File: src/sv/wfg_pkg.sv
package wfg_pkg;

  localparam int SINE_STEPS = 256;
  localparam int HOLD_WIDTH = 24;

  localparam int MODE_W = 3;
  localparam int HOLD_US_W = 24;
  localparam int CFG_IDX_W = 1;
  localparam int SAMPLE_W = 8;
  localparam int SEG_W = 4;
  localparam int SIN_AW = $clog2(SINE_STEPS);
  localparam int IDX_W = (SIN_AW > 9) ? SIN_AW : 9;
  localparam int LEN_W = IDX_W + 1;
  localparam int ECG_SEGS = 9;
  localparam int ECG_TAB_N = 128;
  localparam int ECG_AW = $clog2(ECG_TAB_N);

  localparam int SINE_DEN = SINE_STEPS - 1;
  localparam int ECG_DEN = 255;

  localparam longint unsigned PI_Q30 = 64'd3373259426;
  localparam longint unsigned HALF_PI_Q30 = 64'd1686629713;
  localparam logic [31:0] HOLD_MAX = 32'((64'd1 << HOLD_WIDTH) - 64'd1);

  typedef enum logic [MODE_W-1:0] {
    MODE_SQUARE   = 3'd0,
    MODE_SAWTOOTH = 3'd1,
    MODE_TRIANGLE = 3'd2,
    MODE_SINE     = 3'd3,
    MODE_HALF     = 3'd4,
    MODE_ECG      = 3'd5
  } mode_t;

  typedef enum logic [CFG_IDX_W-1:0] {
    REG_MODE = 1'b0,
    REG_HOLD = 1'b1
  } cfg_reg_t;

  typedef enum logic [SEG_W-1:0] {
    SEG_P      = 4'd0,
    SEG_PR     = 4'd1,
    SEG_Q      = 4'd2,
    SEG_R_UP   = 4'd3,
    SEG_R_DOWN = 4'd4,
    SEG_S      = 4'd5,
    SEG_ST     = 4'd6,
    SEG_T      = 4'd7,
    SEG_REST   = 4'd8
  } ecg_seg_t;

  typedef struct packed {
    logic [SEG_W-1:0]      segment;
    logic [IDX_W-1:0]      step_index;
    logic [HOLD_WIDTH-1:0] hold_left;
  } wfg_state_t;

  typedef struct packed {
    logic [SAMPLE_W-1:0] sample;
    logic                cycle_start;
  } wfg_result_t;

  typedef logic [SAMPLE_W-1:0] sine_tab_t [SINE_STEPS];
  typedef logic [SAMPLE_W-1:0] ecg_tab_t [ECG_TAB_N];
  typedef logic [8:0] ecg_len_t [ECG_SEGS];
  typedef logic [HOLD_WIDTH-1:0] ecg_hold_t [ECG_SEGS];

  localparam ecg_len_t ECG_LEN = '{9'd128, 9'd1, 9'd32, 9'd224, 9'd256,
                                   9'd64, 9'd1, 9'd128, 9'd1};

  // Hold length minus one, clamped to the counter range.
  function automatic logic [HOLD_WIDTH-1:0] sat_hold_m1(input logic [31:0] d_in);
    logic [31:0] d;
    logic [31:0] dm1;
    d = d_in;
    if (d == 32'd0) d = 32'd1;
    if (d > HOLD_MAX) d = HOLD_MAX;
    dm1 = d - 32'd1;
    return dm1[HOLD_WIDTH-1:0];
  endfunction

  function automatic ecg_hold_t build_ecg_hold();
    ecg_hold_t h;
    h[0] = sat_hold_m1(32'd650);
    h[1] = sat_hold_m1(32'd75000);
    h[2] = sat_hold_m1(32'd800);
    h[3] = sat_hold_m1(32'd100);
    h[4] = sat_hold_m1(32'd100);
    h[5] = sat_hold_m1(32'd500);
    h[6] = sat_hold_m1(32'd80000);
    h[7] = sat_hold_m1(32'd1500);
    h[8] = sat_hold_m1(32'd400000);
    return h;
  endfunction

  localparam ecg_hold_t ECG_HOLD_M1 = build_ecg_hold();

  // Angles at multiples of pi/6 with a rational sine get exact values.
  // All ones marks an angle with no exact value.
  function automatic logic [7:0] exact_value(input longint unsigned q);
    logic [7:0] v;
    case (q)
      64'd0, 64'd6:  v = 8'd64;
      64'd1, 64'd5:  v = 8'd96;
      64'd3:         v = 8'd128;
      64'd7, 64'd11: v = 8'd32;
      64'd9:         v = 8'd0;
      default:       v = 8'hFF;
    endcase
    return v;
  endfunction

  // Fixed point Q30 sine, Taylor series to the x^17 term.
  function automatic logic [7:0] sine_of_angle(input longint unsigned ang_in);
    longint unsigned ang;
    longint unsigned x;
    longint unsigned x2;
    longint unsigned t;
    longint unsigned k;
    longint sum;
    logic neg;
    logic [31:0] s;
    ang = ang_in;
    neg = (ang >= PI_Q30);
    if (neg) ang = ang - PI_Q30;
    if (ang > HALF_PI_Q30) ang = PI_Q30 - ang;
    x = ang;
    x2 = (x * x) >> 30;
    sum = longint'(x);
    t = x;
    t = ((t * x2) >> 30) / 6;   sum = sum - longint'(t);
    t = ((t * x2) >> 30) / 20;  sum = sum + longint'(t);
    t = ((t * x2) >> 30) / 42;  sum = sum - longint'(t);
    t = ((t * x2) >> 30) / 72;  sum = sum + longint'(t);
    t = ((t * x2) >> 30) / 110; sum = sum - longint'(t);
    t = ((t * x2) >> 30) / 156; sum = sum + longint'(t);
    t = ((t * x2) >> 30) / 210; sum = sum - longint'(t);
    t = ((t * x2) >> 30) / 272; sum = sum + longint'(t);
    if (sum < 0) sum = 0;
    if (sum > 64'sd1073741823) sum = 64'sd1073741823;
    s = 32'(sum);
    if (!neg) return 8'(32'd64 + (s >> 24));
    k = (longint'(s) + 64'd16777215) >> 24;
    return (k >= 64'd64) ? 8'd0 : 8'(64'd64 - k);
  endfunction

  function automatic logic [7:0] sine_entry(input longint unsigned n_in);
    longint unsigned n;
    longint unsigned m;
    logic [7:0] ex;
    n = n_in % SINE_DEN;
    m = 64'd12 * n;
    ex = exact_value(m / SINE_DEN);
    if ((m % SINE_DEN) == 0 && ex != 8'hFF) return ex;
    return sine_of_angle((64'd2 * PI_Q30 * n) / SINE_DEN);
  endfunction

  function automatic logic [7:0] ecg_entry(input longint unsigned n_in);
    longint unsigned n;
    longint unsigned m;
    logic [7:0] ex;
    n = n_in % ECG_DEN;
    m = 64'd12 * n;
    ex = exact_value(m / ECG_DEN);
    if ((m % ECG_DEN) == 0 && ex != 8'hFF) return ex;
    return sine_of_angle((64'd2 * PI_Q30 * n) / ECG_DEN);
  endfunction

  function automatic sine_tab_t build_sine_tab();
    sine_tab_t tab;
    for (int n = 0; n < SINE_STEPS; n++) begin
      tab[n] = sine_entry(longint'(n));
    end
    return tab;
  endfunction

  function automatic ecg_tab_t build_ecg_tab();
    ecg_tab_t tab;
    for (int n = 0; n < ECG_TAB_N; n++) begin
      tab[n] = ecg_entry(longint'(n));
    end
    return tab;
  endfunction

  localparam sine_tab_t SINE_TAB = build_sine_tab();
  localparam ecg_tab_t ECG_TAB = build_ecg_tab();

endpackage

File: src/sv/wfg_step.sv
module wfg_step (
  input  logic [wfg_pkg::MODE_W-1:0]     mode,
  input  logic [wfg_pkg::HOLD_US_W-1:0]  hold_us,
  input  logic                           restart,
  input  wfg_pkg::wfg_state_t            cur,
  output wfg_pkg::wfg_state_t            nxt,
  output logic                           emit,
  output wfg_pkg::wfg_result_t           res
);
  import wfg_pkg::*;

  logic [SEG_W-1:0]      seg;
  logic [IDX_W-1:0]      idx;
  logic [HOLD_WIDTH-1:0] hold;
  logic [LEN_W-1:0]      len;
  logic [IDX_W-1:0]      i;
  logic [LEN_W-1:0]      idx_inc;
  logic [SAMPLE_W-1:0]   val;
  logic [SAMPLE_W-1:0]   ecg_rom;
  logic                  ecg_emit;
  logic                  is_ecg;

  assign is_ecg = (mode == MODE_ECG);

  always_comb begin
    seg  = cur.segment;
    idx  = cur.step_index;
    hold = cur.hold_left;
    if (restart) begin
      seg  = '0;
      idx  = '0;
      hold = '0;
    end
    if (is_ecg && seg >= SEG_W'(ECG_SEGS)) begin
      seg = '0;
      idx = '0;
    end
  end

  always_comb begin
    if (is_ecg) begin
      len = LEN_W'(ECG_LEN[seg]);
    end else begin
      case (mode)
        MODE_SAWTOOTH: len = LEN_W'(256);
        MODE_TRIANGLE: len = LEN_W'(512);
        MODE_SINE:     len = LEN_W'(SINE_STEPS);
        MODE_HALF:     len = LEN_W'(SINE_STEPS / 2);
        default:       len = LEN_W'(2);
      endcase
    end
  end

  assign i       = ({1'b0, idx} >= len) ? '0 : idx;
  assign idx_inc = {1'b0, i} + LEN_W'(1);
  assign ecg_rom = ECG_TAB[i[ECG_AW-1:0]];

  always_comb begin
    ecg_emit = 1'b1;
    case (seg)
      SEG_P:      val = (ecg_rom >> 1) + 8'd32;
      SEG_Q:      val = 8'd64 - i[SAMPLE_W-1:0];
      SEG_R_UP:   val = 8'd32 + i[SAMPLE_W-1:0];
      SEG_R_DOWN: val = 8'd255 - i[SAMPLE_W-1:0];
      SEG_S:      val = i[SAMPLE_W-1:0];
      SEG_T:      val = ecg_rom;
      default: begin
        // The silent gaps only run their hold time.
        val = '0;
        ecg_emit = 1'b0;
      end
    endcase
    if (!is_ecg) begin
      case (mode)
        MODE_SAWTOOTH: val = ~i[SAMPLE_W-1:0];
        MODE_TRIANGLE: val = i[8] ? i[SAMPLE_W-1:0] : ~i[SAMPLE_W-1:0];
        MODE_SINE,
        MODE_HALF:     val = SINE_TAB[i[SIN_AW-1:0]];
        default:       val = (i == '0) ? 8'd255 : 8'd0;
      endcase
    end
  end

  always_comb begin
    nxt = cur;
    nxt.segment = seg;
    nxt.step_index = idx;
    emit = 1'b0;
    res.sample = val;
    res.cycle_start = 1'b0;
    if (hold != '0) begin
      nxt.hold_left = hold - HOLD_WIDTH'(1);
    end else if (is_ecg) begin
      emit = ecg_emit;
      res.cycle_start = (seg == SEG_P) && (i == '0);
      nxt.hold_left = ECG_HOLD_M1[seg];
      if (idx_inc >= len) begin
        nxt.step_index = '0;
        nxt.segment = (seg == SEG_REST) ? SEG_P : seg + SEG_W'(1);
      end else begin
        nxt.step_index = idx_inc[IDX_W-1:0];
      end
    end else begin
      emit = 1'b1;
      res.cycle_start = (i == '0);
      nxt.hold_left = sat_hold_m1({8'd0, hold_us});
      nxt.step_index = (idx_inc >= len) ? '0 : idx_inc[IDX_W-1:0];
    end
  end

endmodule

File: src/sv/wfg_outbuf.sv
module wfg_outbuf (
  input  logic                         clk,
  input  logic                         rst_n,
  input  logic                         load,
  input  wfg_pkg::wfg_result_t         res,
  output logic                         can_load,
  output logic                         out_valid,
  input  logic                         out_stall,
  output logic [wfg_pkg::SAMPLE_W-1:0] out_sample,
  output logic                         out_cycle_start
);
  import wfg_pkg::*;

  logic        valid_r;
  logic        valid_nxt;
  wfg_result_t data_r;

  // The register may refill in the same cycle its word is taken.
  assign can_load = !valid_r || !out_stall;

  always_comb begin
    valid_nxt = valid_r;
    if (load) begin
      valid_nxt = 1'b1;
    end else if (valid_r && !out_stall) begin
      valid_nxt = 1'b0;
    end
  end

  always_ff @(posedge clk) begin
    if (!rst_n) begin
      valid_r <= 1'b0;
    end else begin
      valid_r <= valid_nxt;
    end
  end

  always_ff @(posedge clk) begin
    if (load) begin
      data_r <= res;
    end
  end

  assign out_valid       = valid_r;
  assign out_sample      = data_r.sample;
  assign out_cycle_start = data_r.cycle_start;

endmodule

File: src/sv/multi_mode_waveform_generator.sv
// Waveform generator driven by a one-microsecond tick word per input. The block
// accepts one tick in every clock cycle while in_stall is low; a result word is
// registered through an input register, then the step logic into the result
// register. Ticks that only count down a hold give no result. The rate is set
// only by back-pressure on the result side: while the result register is full
// and stalled, the tick in the input register waits and in_stall is high. Modes
// are square, sawtooth, triangle, sine, half sine and an ECG pattern. The user
// must write mode and hold_us through the cfg port while idle (not enforced).
module multi_mode_waveform_generator (
  input  logic                          clk,
  input  logic                          rst_n,
  input  logic                          cfg_we,
  input  logic [wfg_pkg::CFG_IDX_W-1:0] cfg_index,
  input  logic [wfg_pkg::HOLD_US_W-1:0] cfg_wdata,
  input  logic                          in_valid,
  output logic                          in_stall,
  input  logic                          in_restart,
  output logic                          out_valid,
  input  logic                          out_stall,
  output logic [wfg_pkg::SAMPLE_W-1:0]  out_sample,
  output logic                          out_cycle_start
);
  import wfg_pkg::*;

  logic [MODE_W-1:0]    mode_r;
  logic [HOLD_US_W-1:0] hold_us_r;
  logic                 s1_valid_r;
  logic                 s1_valid_nxt;
  logic                 s1_restart_r;
  wfg_state_t           state_r;
  wfg_state_t           state_nxt;
  logic                 emit;
  wfg_result_t          res;
  logic                 can_load;
  logic                 advance;
  logic                 in_take;

  assign advance  = s1_valid_r && can_load;
  assign in_stall = s1_valid_r && !can_load;
  assign in_take  = in_valid && !in_stall;

  always_ff @(posedge clk) begin
    if (!rst_n) begin
      mode_r    <= MODE_SQUARE;
      hold_us_r <= HOLD_US_W'(1000);
    end else if (cfg_we) begin
      case (cfg_index)
        REG_MODE: mode_r    <= cfg_wdata[MODE_W-1:0];
        REG_HOLD: hold_us_r <= cfg_wdata;
        default:  ;
      endcase
    end
  end

  always_comb begin
    s1_valid_nxt = s1_valid_r;
    if (in_take) begin
      s1_valid_nxt = 1'b1;
    end else if (advance) begin
      s1_valid_nxt = 1'b0;
    end
  end

  always_ff @(posedge clk) begin
    if (!rst_n) begin
      s1_valid_r <= 1'b0;
      state_r    <= '0;
    end else begin
      s1_valid_r <= s1_valid_nxt;
      if (advance) begin
        state_r <= state_nxt;
      end
    end
  end

  always_ff @(posedge clk) begin
    if (in_take) begin
      s1_restart_r <= in_restart;
    end
  end

  wfg_step u_step (
    .mode    (mode_r),
    .hold_us (hold_us_r),
    .restart (s1_restart_r),
    .cur     (state_r),
    .nxt     (state_nxt),
    .emit    (emit),
    .res     (res)
  );

  wfg_outbuf u_outbuf (
    .clk             (clk),
    .rst_n           (rst_n),
    .load            (advance && emit),
    .res             (res),
    .can_load        (can_load),
    .out_valid       (out_valid),
    .out_stall       (out_stall),
    .out_sample      (out_sample),
    .out_cycle_start (out_cycle_start)
  );

  // A tick that only counts down the hold leaves one less to go.
  a_hold_count: assert property (@(posedge clk) disable iff (!rst_n)
    (advance && !s1_restart_r && state_r.hold_left != '0)
      |=> (state_r.hold_left == $past(state_r.hold_left) - HOLD_WIDTH'(1)))
    else $error("hold counter did not step down");

  // A restart always starts a period with a word of its own.
  a_restart_word: assert property (@(posedge clk) disable iff (!rst_n)
    (advance && s1_restart_r) |=> (out_valid && out_cycle_start))
    else $error("restart did not give a first-step word");

  // The input side only waits on a full, stalled result register.
  a_stall_cause: assert property (@(posedge clk) disable iff (!rst_n)
    in_stall |-> (out_valid && out_stall && s1_valid_r))
    else $error("input stalled without output back-pressure");

  // The ECG segment counter never leaves the segment list.
  a_seg_range: assert property (@(posedge clk) disable iff (!rst_n)
    $past(advance) && mode_r == MODE_ECG |-> state_r.segment < SEG_W'(ECG_SEGS))
    else $error("ECG segment out of range");

endmodule
File: config.mk
export PLATFORM = sky130hd
export DESIGN_NAME = multi_mode_waveform_generator
export DESIGN_NICKNAME = d
export VERILOG_FILES = /design/src/sv/wfg_pkg.sv /design/src/sv/wfg_step.sv /design/src/sv/wfg_outbuf.sv /design/src/sv/multi_mode_waveform_generator.sv
export SDC_FILE = /design/constraint.sdc
export NUM_CORES = 1
export LEC_CHECK = 0
export ABC_CLOCK_PERIOD_IN_PS = 11500
export BUFFER_PORTS_ARGS = -buffer_cell sky130_fd_sc_hd__clkbuf_2
export CAP_MARGIN = 0
export CORE_MARGIN = 1.5
export CORE_UTILIZATION = 47
export CTS_CLUSTER_SIZE = 10
export DETAILED_ROUTE_END_ITERATION = 8
export PLACE_DENSITY = 0.69
export SLEW_MARGIN = 10
export SYNTH_ARGS = -nofsm -noshare
export SYNTH_HDL_FRONTEND = slang
export SYNTH_HIERARCHICAL = 1
export SYNTH_SLANG_ARGS = --single-unit
File: constraint.sdc
create_clock -name clk -period 11.5 [get_ports clk]
set_input_delay 2.3 -clock clk [delete_from_list [all_inputs] [get_ports clk]]
set_output_delay 2.3 -clock clk [all_outputs]
set_load 0.01 [all_outputs]
==> results of run 1 <==
final cells by class:
class	count	share of cell area, %
multi-input combinational	972	68.3
sequential	76	18.5
timing repair buffer	70	4.84
tap	225	3.21
clock buffer	10	2.85
inverter	36	1.54
clock inverter	6	0.783
critical path, delay by kind of cell (launching register included):
family	cells	cell delay (ns)
XOR/XNOR	1	0.23
flip-flops	1	0.69
AND/OR/NAND/NOR	9	2.19
buffers and inverters	4	0.99
multiplexers	1	0.34
AO/OA/AOI/OAI	10	2.50
adder cells (fa/ha/maj)	4	1.28
flip-flops by register name, indices dropped and copies added, names as in the netlist:
signal                    count
hold_us_r                    24
mode_r                        3
s1_restart_r                  1
s1_valid_r                    1
state_r                      37
u_outbuf/out_cycle_start      1
u_outbuf/out_sample           8
u_outbuf/out_valid            1
report_power, final:
part | switching, uW | internal [uW]
Clock | 117 | 183
Combinational | 158 | 78.2
Sequential | 19.7 | 286
Total | 295 | 547
metrics by stage:
step | std cells | hold WS, ns
after floorplan | 1186 | 0.433
after global placement | 1379 | 0.455
after detailed placement | 1379 | 0.461
after CTS | 1395 | 0.469
after global routing | 1395 | 0.496
final | 1395 | 0.465
layer usage:
metal	up-vias	wire (um)
li1	4379	-
met1	4432	13600
met2	733	13600
met3	148	4200
met4	2	1520
met5	-	12
logic make-up (layout without fill, tap and decap cells):
kind of cell | after synthesis | in the layout
adder cells (fa/ha/maj) | 38 | 38
AND/OR/NAND/NOR | 478 | 478
AO/OA/AOI/OAI | 403 | 403
XOR/XNOR | 39 | 39
flip-flops | 76 | 76
buffers and inverters | 138 | 122
multiplexers | 14 | 14
placed cells by master, fill, tap and decap left out, types with 6 or more instances in the layout:
master and count:
nor3_1 33, or3_1 18, ha_1 38, o211ai_2 6
or4_1 8, clkbuf_2 40, o31ai_1 12, o22ai_1 17
mux2i_1 10, xnor2_1 23, o211ai_1 15, a21o_1 10
o311ai_0 7, a41oi_1 6, xor2_1 16, buf_4 30
a22oi_1 7, and3_1 7, a31oi_1 21, inv_1 34
nand2b_1 6, and2_1 6, nor2_1 85, o21ai_0 89
nand3_1 46, nor2b_1 13, a221oi_1 6, clkbuf_16 10
dfxtp_1 66, o21ai_2 22, nand4_1 65, a21boi_0 7
nand2_1 163, nor4_1 12, a21oi_1 76, o221ai_1 7
a211oi_1 13, edfxtp_1 10, o21ai_1 30
worst paths after layout:
path	from	end	depth (start not counted)
worst max-delay path	mode_r[2]$_SDFFE_PN0P_	state_r[35]$_SDFFE_PN0P_	29
worst min-delay path	state_r[22]$_SDFFE_PN0P_	state_r[22]$_SDFFE_PN0P_	2
worst min register to register	state_r[22]$_SDFFE_PN0P_	state_r[22]$_SDFFE_PN0P_	2
worst max register to register	mode_r[2]$_SDFFE_PN0P_	state_r[35]$_SDFFE_PN0P_	29
==> results.json, run 1 <==
{
  "ant_nets": 0,
  "grt_max_degree": 72,
  "busiest_layer": "met2",
  "slowest_stage": "dfxtp_1",
  "synth_simple_gate_area_share_pct": 28.1,
  "postCtsSetupRepairBufs": 0,
  "clockBufferDepth": 2,
  "worstSetupPathType": "flop to flop",
  "drc": 0,
  "die_x_um": 136,
  "die_area_mm2": 0.0184,
  "slew_viol_final": 0,
  "first_global_vias": 8439,
  "leakage_uw": 0.00331,
  "syn2layout_area_growth_pct": 6.28,
  "n_antenna_cell": 0,
  "drt_iter0_markers": 1627,
  "max-slew-margin-rel_pct": 31.7,
  "crit_top_cell": "ha_1",
  "fmax_mhz": 120,
  "synth_seq_cells": 76,
  "grt_usage_pct": 35.5,
  "synthTopCellsByArea": "dfxtp_1 16%, nand2_1 7.4%, ha_1 5.8%, o21ai_0 5.4%, nand4_1 4.9%",
  "num_vias": 9694,
  "routed_wl_um": 33000,
  "synthCells": 1186,
  "synth_area_mm2": 0.00826,
  "yosysMostFrequentCell": "nand2_1",
  "rsz0062_at_grt": "false",
  "drt_first_pass_iters": 6,
  "synth_commonest_cells": "163 x nand2_1, 89 x o21ai_0, 85 x nor2_1",
  "period_minus_slack_ns": 8.36,
  "synth_top_cell_by_area": "dfxtp_1",
  "routedWlPerCell_um": 23.6,
  "yosys.area_share.xor_xnor_pct": 4.13,
  "final_core_util_pct": 51.0,
  "postSynthAreaPerCell_um2": 6.97,
  "multiInputGateArea_mm2": 0.00600,
  "final_area_mm2": 0.00878,
  "yosys.area.top_type_share_pct": 16.0,
  "nNetsFinal": 1234,
  "setup_viol": 0,
  "finalCritPeriodShare_pct": 72.7,
  "p_total_uw": 842,
  "fin_setup_tns_ns": 0,
  "globalRouteMet2Util_pct": 50.7,
  "fillers": 1730,
  "synth_warnings": 6,
  "critPathCaptureType": "flop",
  "cts_made_buffers": 9,
  "use_met3_pct": 8.87,
  "p_per_area_mw_per_mm2": 95.9,
  "drive_gt1_share_pct": 11.7,
  "overflow": 0,
  "hold_class": "flop to flop",
  "grt_pass1_wl_um": 50400,
  "synth_top_family_by_area": "compound AO/OA/AOI/OAI gates",
  "fp.dieH_um": 136,
  "grt_use_met1_pct": 50.3,
  "worstMarginPinSlew_ns": 1.02,
  "slowest_delay_ns": 0.69,
  "cts_resized": 0,
  "outcome": "complete, no violations",
  "ys_seq_area_share_pct": 19.6,
  "hpwlAfterDp_um": 23600,
  "ir_worst_vdd_mv": 0.0978,
  "synth-async-reset-ratio_pct": 0,
  "via_per_inst": 6.95,
  "synth_fp_nets": 1255,
  "crit_fanout": 26,
  "r2r_slack_ns": 3.14,
  "coreArea_mm2": 0.0172,
  "muxShareOfSynthArea_pct": 1.80,
  "seq_area_mm2": 0.00162,
  "ios": 42,
  "place.gp.congestion": 1.01,
  "cts.hold.buffers_added": 0,
  "arrival_ns": 8.59,
  "cts.clk_slew.worst_paths_ns": 0.06,
  "synth_compound_area_share_pct": 32.8,
  "cts_root_buf": "clkbuf_16",
  "rows": 48,
  "antenna_found_initial": 1,
  "initial_core_util_pct": 47.9,
  "synth_fa_ha_area_share_pct": 5.75,
  "synthFlopType": "dfxtp_1",
  "pre_cts_ws_ns": 3.42,
  "clock-sinks": 76,
  "worstSkewPairLatency_ns": 0.34,
  "cts-htree-levels": 3,
  "io_buffers": 41,
  "synth_cell_types": 81,
  "dpl_cell_area_mm2": 0.00846,
  "drv_cap": 0,
  "worst_clock_skew_ns": 0.00813,
  "startpoint_type": "flop",
  "hold_viol_final": 0,
  "cts_tree": "built",
  "setup_ws_ns": 3.14,
  "required_ns": 11.72,
  "synth-edff-count": 10
}
Power figures use the tool's default switching activity.
==> run 2: changes to the inputs <==
Settings changed: ABC_CLOCK_PERIOD_IN_PS 11500 to 8400.
Clock period 11.5 ns to 8.4 ns, I/O delays scaled along.
==> results.json, run 2 (same netlist as run 1, synthesis figures left out) <==
{
  "nNetsFinal": 1239,
  "rsz0062_at_grt": "false",
  "drv_cap": 0,
  "drive_gt1_share_pct": 12.1,
  "critPathCaptureType": "flop",
  "syn2layout_area_growth_pct": 6.57,
  "slowest_stage": "dfxtp_1",
  "cts_made_buffers": 9,
  "die_area_mm2": 0.0184,
  "setup_viol": 0,
  "hpwlAfterDp_um": 22700,
  "worstSetupStartpoint": "mode_r[2]$_SDFFE_PN0P_",
  "postCtsSetupRepairBufs": 0,
  "r2r_slack_ns": 0.62,
  "fin_setup_tns_ns": 0,
  "initial_core_util_pct": 47.9,
  "drt_first_pass_iters": 6,
  "fmax_mhz": 128,
  "worstSkewPairLatency_ns": 0.34,
  "first_global_vias": 8490,
  "rr_worst_depth": 30,
  "hold_class": "flop to flop",
  "max-slew-margin-rel_pct": 18.1,
  "outcome": "complete, no violations",
  "worstMarginPinSlew_ns": 1.22,
  "num_vias": 9679,
  "overflow": 0,
  "worst_clock_skew_ns": 0.00904,
  "rows": 48,
  "cp_top_family": "compound AO/OA/AOI/OAI gates",
  "fp.dieH_um": 136,
  "clock-sinks": 76,
  "place.gp.congestion": 1.02,
  "holdPathStages": 2,
  "drt_iter0_markers": 1613,
  "cts_resized": 0,
  "n_antenna_cell": 0,
  "regMostFlops": "state_r",
  "antenna_found_initial": 1,
  "mostFrequentLayoutCells": "163 x nand2_1, 89 x o21ai_0, 85 x nor2_1, 76 x a21oi_1, 66 x dfxtp_1",
  "cts.hold.buffers_added": 0,
  "grt_max_degree": 122,
  "slowest_delay_ns": 0.68,
  "ios": 42,
  "required_ns": 8.61,
  "largest_reg_flops": 37,
  "crit_buf_inv": 5,
  "hold_viol_final": 0,
  "p_per_area_mw_per_mm2": 129,
  "via_per_inst": 6.91,
  "slew_viol_final": 0,
  "period_minus_slack_ns": 7.78,
  "pre_cts_ws_ns": 0.838,
  "coreArea_mm2": 0.0172,
  "crit_top_cell": "ha_1",
  "grt_pass1_wl_um": 49700,
  "setup_ws_ns": 0.615,
  "routedWlPerCell_um": 23.0,
  "io_buffers": 41,
  "clockBufferDepth": 2,
  "grt_usage_pct": 34.9,
  "cts_root_buf": "clkbuf_16",
  "r2r-end": "state_r[35]$_SDFFE_PN0P_",
  "p_total_uw": 1130,
  "ant_nets": 0,
  "ir_worst_vdd_mv": 0.0999,
  "cts.clk_slew.worst_paths_ns": 0.06,
  "timing.rr.start": "mode_r[2]$_SDFFE_PN0P_",
  "finalCritPeriodShare_pct": 92.7,
  "crit_fanout": 17,
  "arrival_ns": 8.00,
  "fillers": 1743,
  "worstSetupPathType": "flop to flop",
  "leakage_uw": 0.00333,
  "routed_wl_um": 32300,
  "endpoint": "state_r[35]$_SDFFE_PN0P_",
  "layout.cells.most_common": "nand2_1",
  "startpoint_type": "flop",
  "die_x_um": 136,
  "path_depth": 30,
  "cts-htree-levels": 3,
  "drc": 0,
  "cts_tree": "built"
}
[run 2: how the worst min path moves through the flow]
| stage | from | slack, ns | to |
|---|---|---|---|
| 2_1_floorplan | state_r[31]$_SDFFE_PN0P_ | 0.43 | state_r[31]$_SDFFE_PN0P_ |
| 3_3_place_gp | state_r[31]$_SDFFE_PN0P_ | 0.45 | state_r[31]$_SDFFE_PN0P_ |
| 3_5_place_dp | state_r[31]$_SDFFE_PN0P_ | 0.46 | state_r[31]$_SDFFE_PN0P_ |
| 4_1_cts | state_r[31]$_SDFFE_PN0P_ | 0.47 | state_r[31]$_SDFFE_PN0P_ |
| 5_1_grt | state_r[20]$_SDFFE_PN0P_ | 0.49 | state_r[20]$_SDFFE_PN0P_ |
| 6_report | state_r[31]$_SDFFE_PN0P_ | 0.47 | state_r[31]$_SDFFE_PN0P_ |
[run 2: cell type report]
cell class,count,area (um^2),share of cell area [%]
multi-input cells,972,6000,68.1
flip-flops and latches,76,1620,18.4
repair buffers,75,463,5.26
well taps,225,282,3.20
clock buffers,12,278,3.15
inverters,36,135,1.53
clock inverters,4,27.5,0.313
[run 2: worst reg2reg max path, delay by kind of cell, from the launching register on]
family | cells | cell delay, ns
buffers and inverters | 5 | 0.93
flip-flops | 1 | 0.68
AND/OR/NAND/NOR | 10 | 2.12
XOR/XNOR | 1 | 0.25
multiplexers | 1 | 0.34
AO/OA/AOI/OAI | 9 | 2.10
adder cells (fa/ha/maj) | 4 | 1.25
[run 2: report_power, final]
group / total, uW / switching, uW / internal [uW]
sequential: 418 / 25.6 / 392
clock: 392 / 157 / 235
combinational: 323 / 213 / 109
[run 2: through the flow]
step           utilization, %  cells  hold WS (ns)  cell area (um^2)
5_1_grt                  51.1   1400         0.488              8810
3_3_place_gp             49.3   1384         0.449              8500
4_1_cts                  51.1   1400         0.469              8810
6_report                 51.1   1400         0.469              8810
3_5_place_dp             49.3   1384         0.458              8500
2_1_floorplan               -   1186         0.433              8260
[run 2: layer usage]
metal / part of all wire, % / track usage (%) / vias to the layer above / wire, um
li1: - / - / 4393 / -
met1: 41 / 49.5 / 4405 / 13300
met2: 41 / 49.4 / 732 / 13100
met3: 13 / 9.02 / 147 / 4330
met4: 4.8 / 15.1 / 2 / 1560
met5: 0.040 / 0 / - / 13
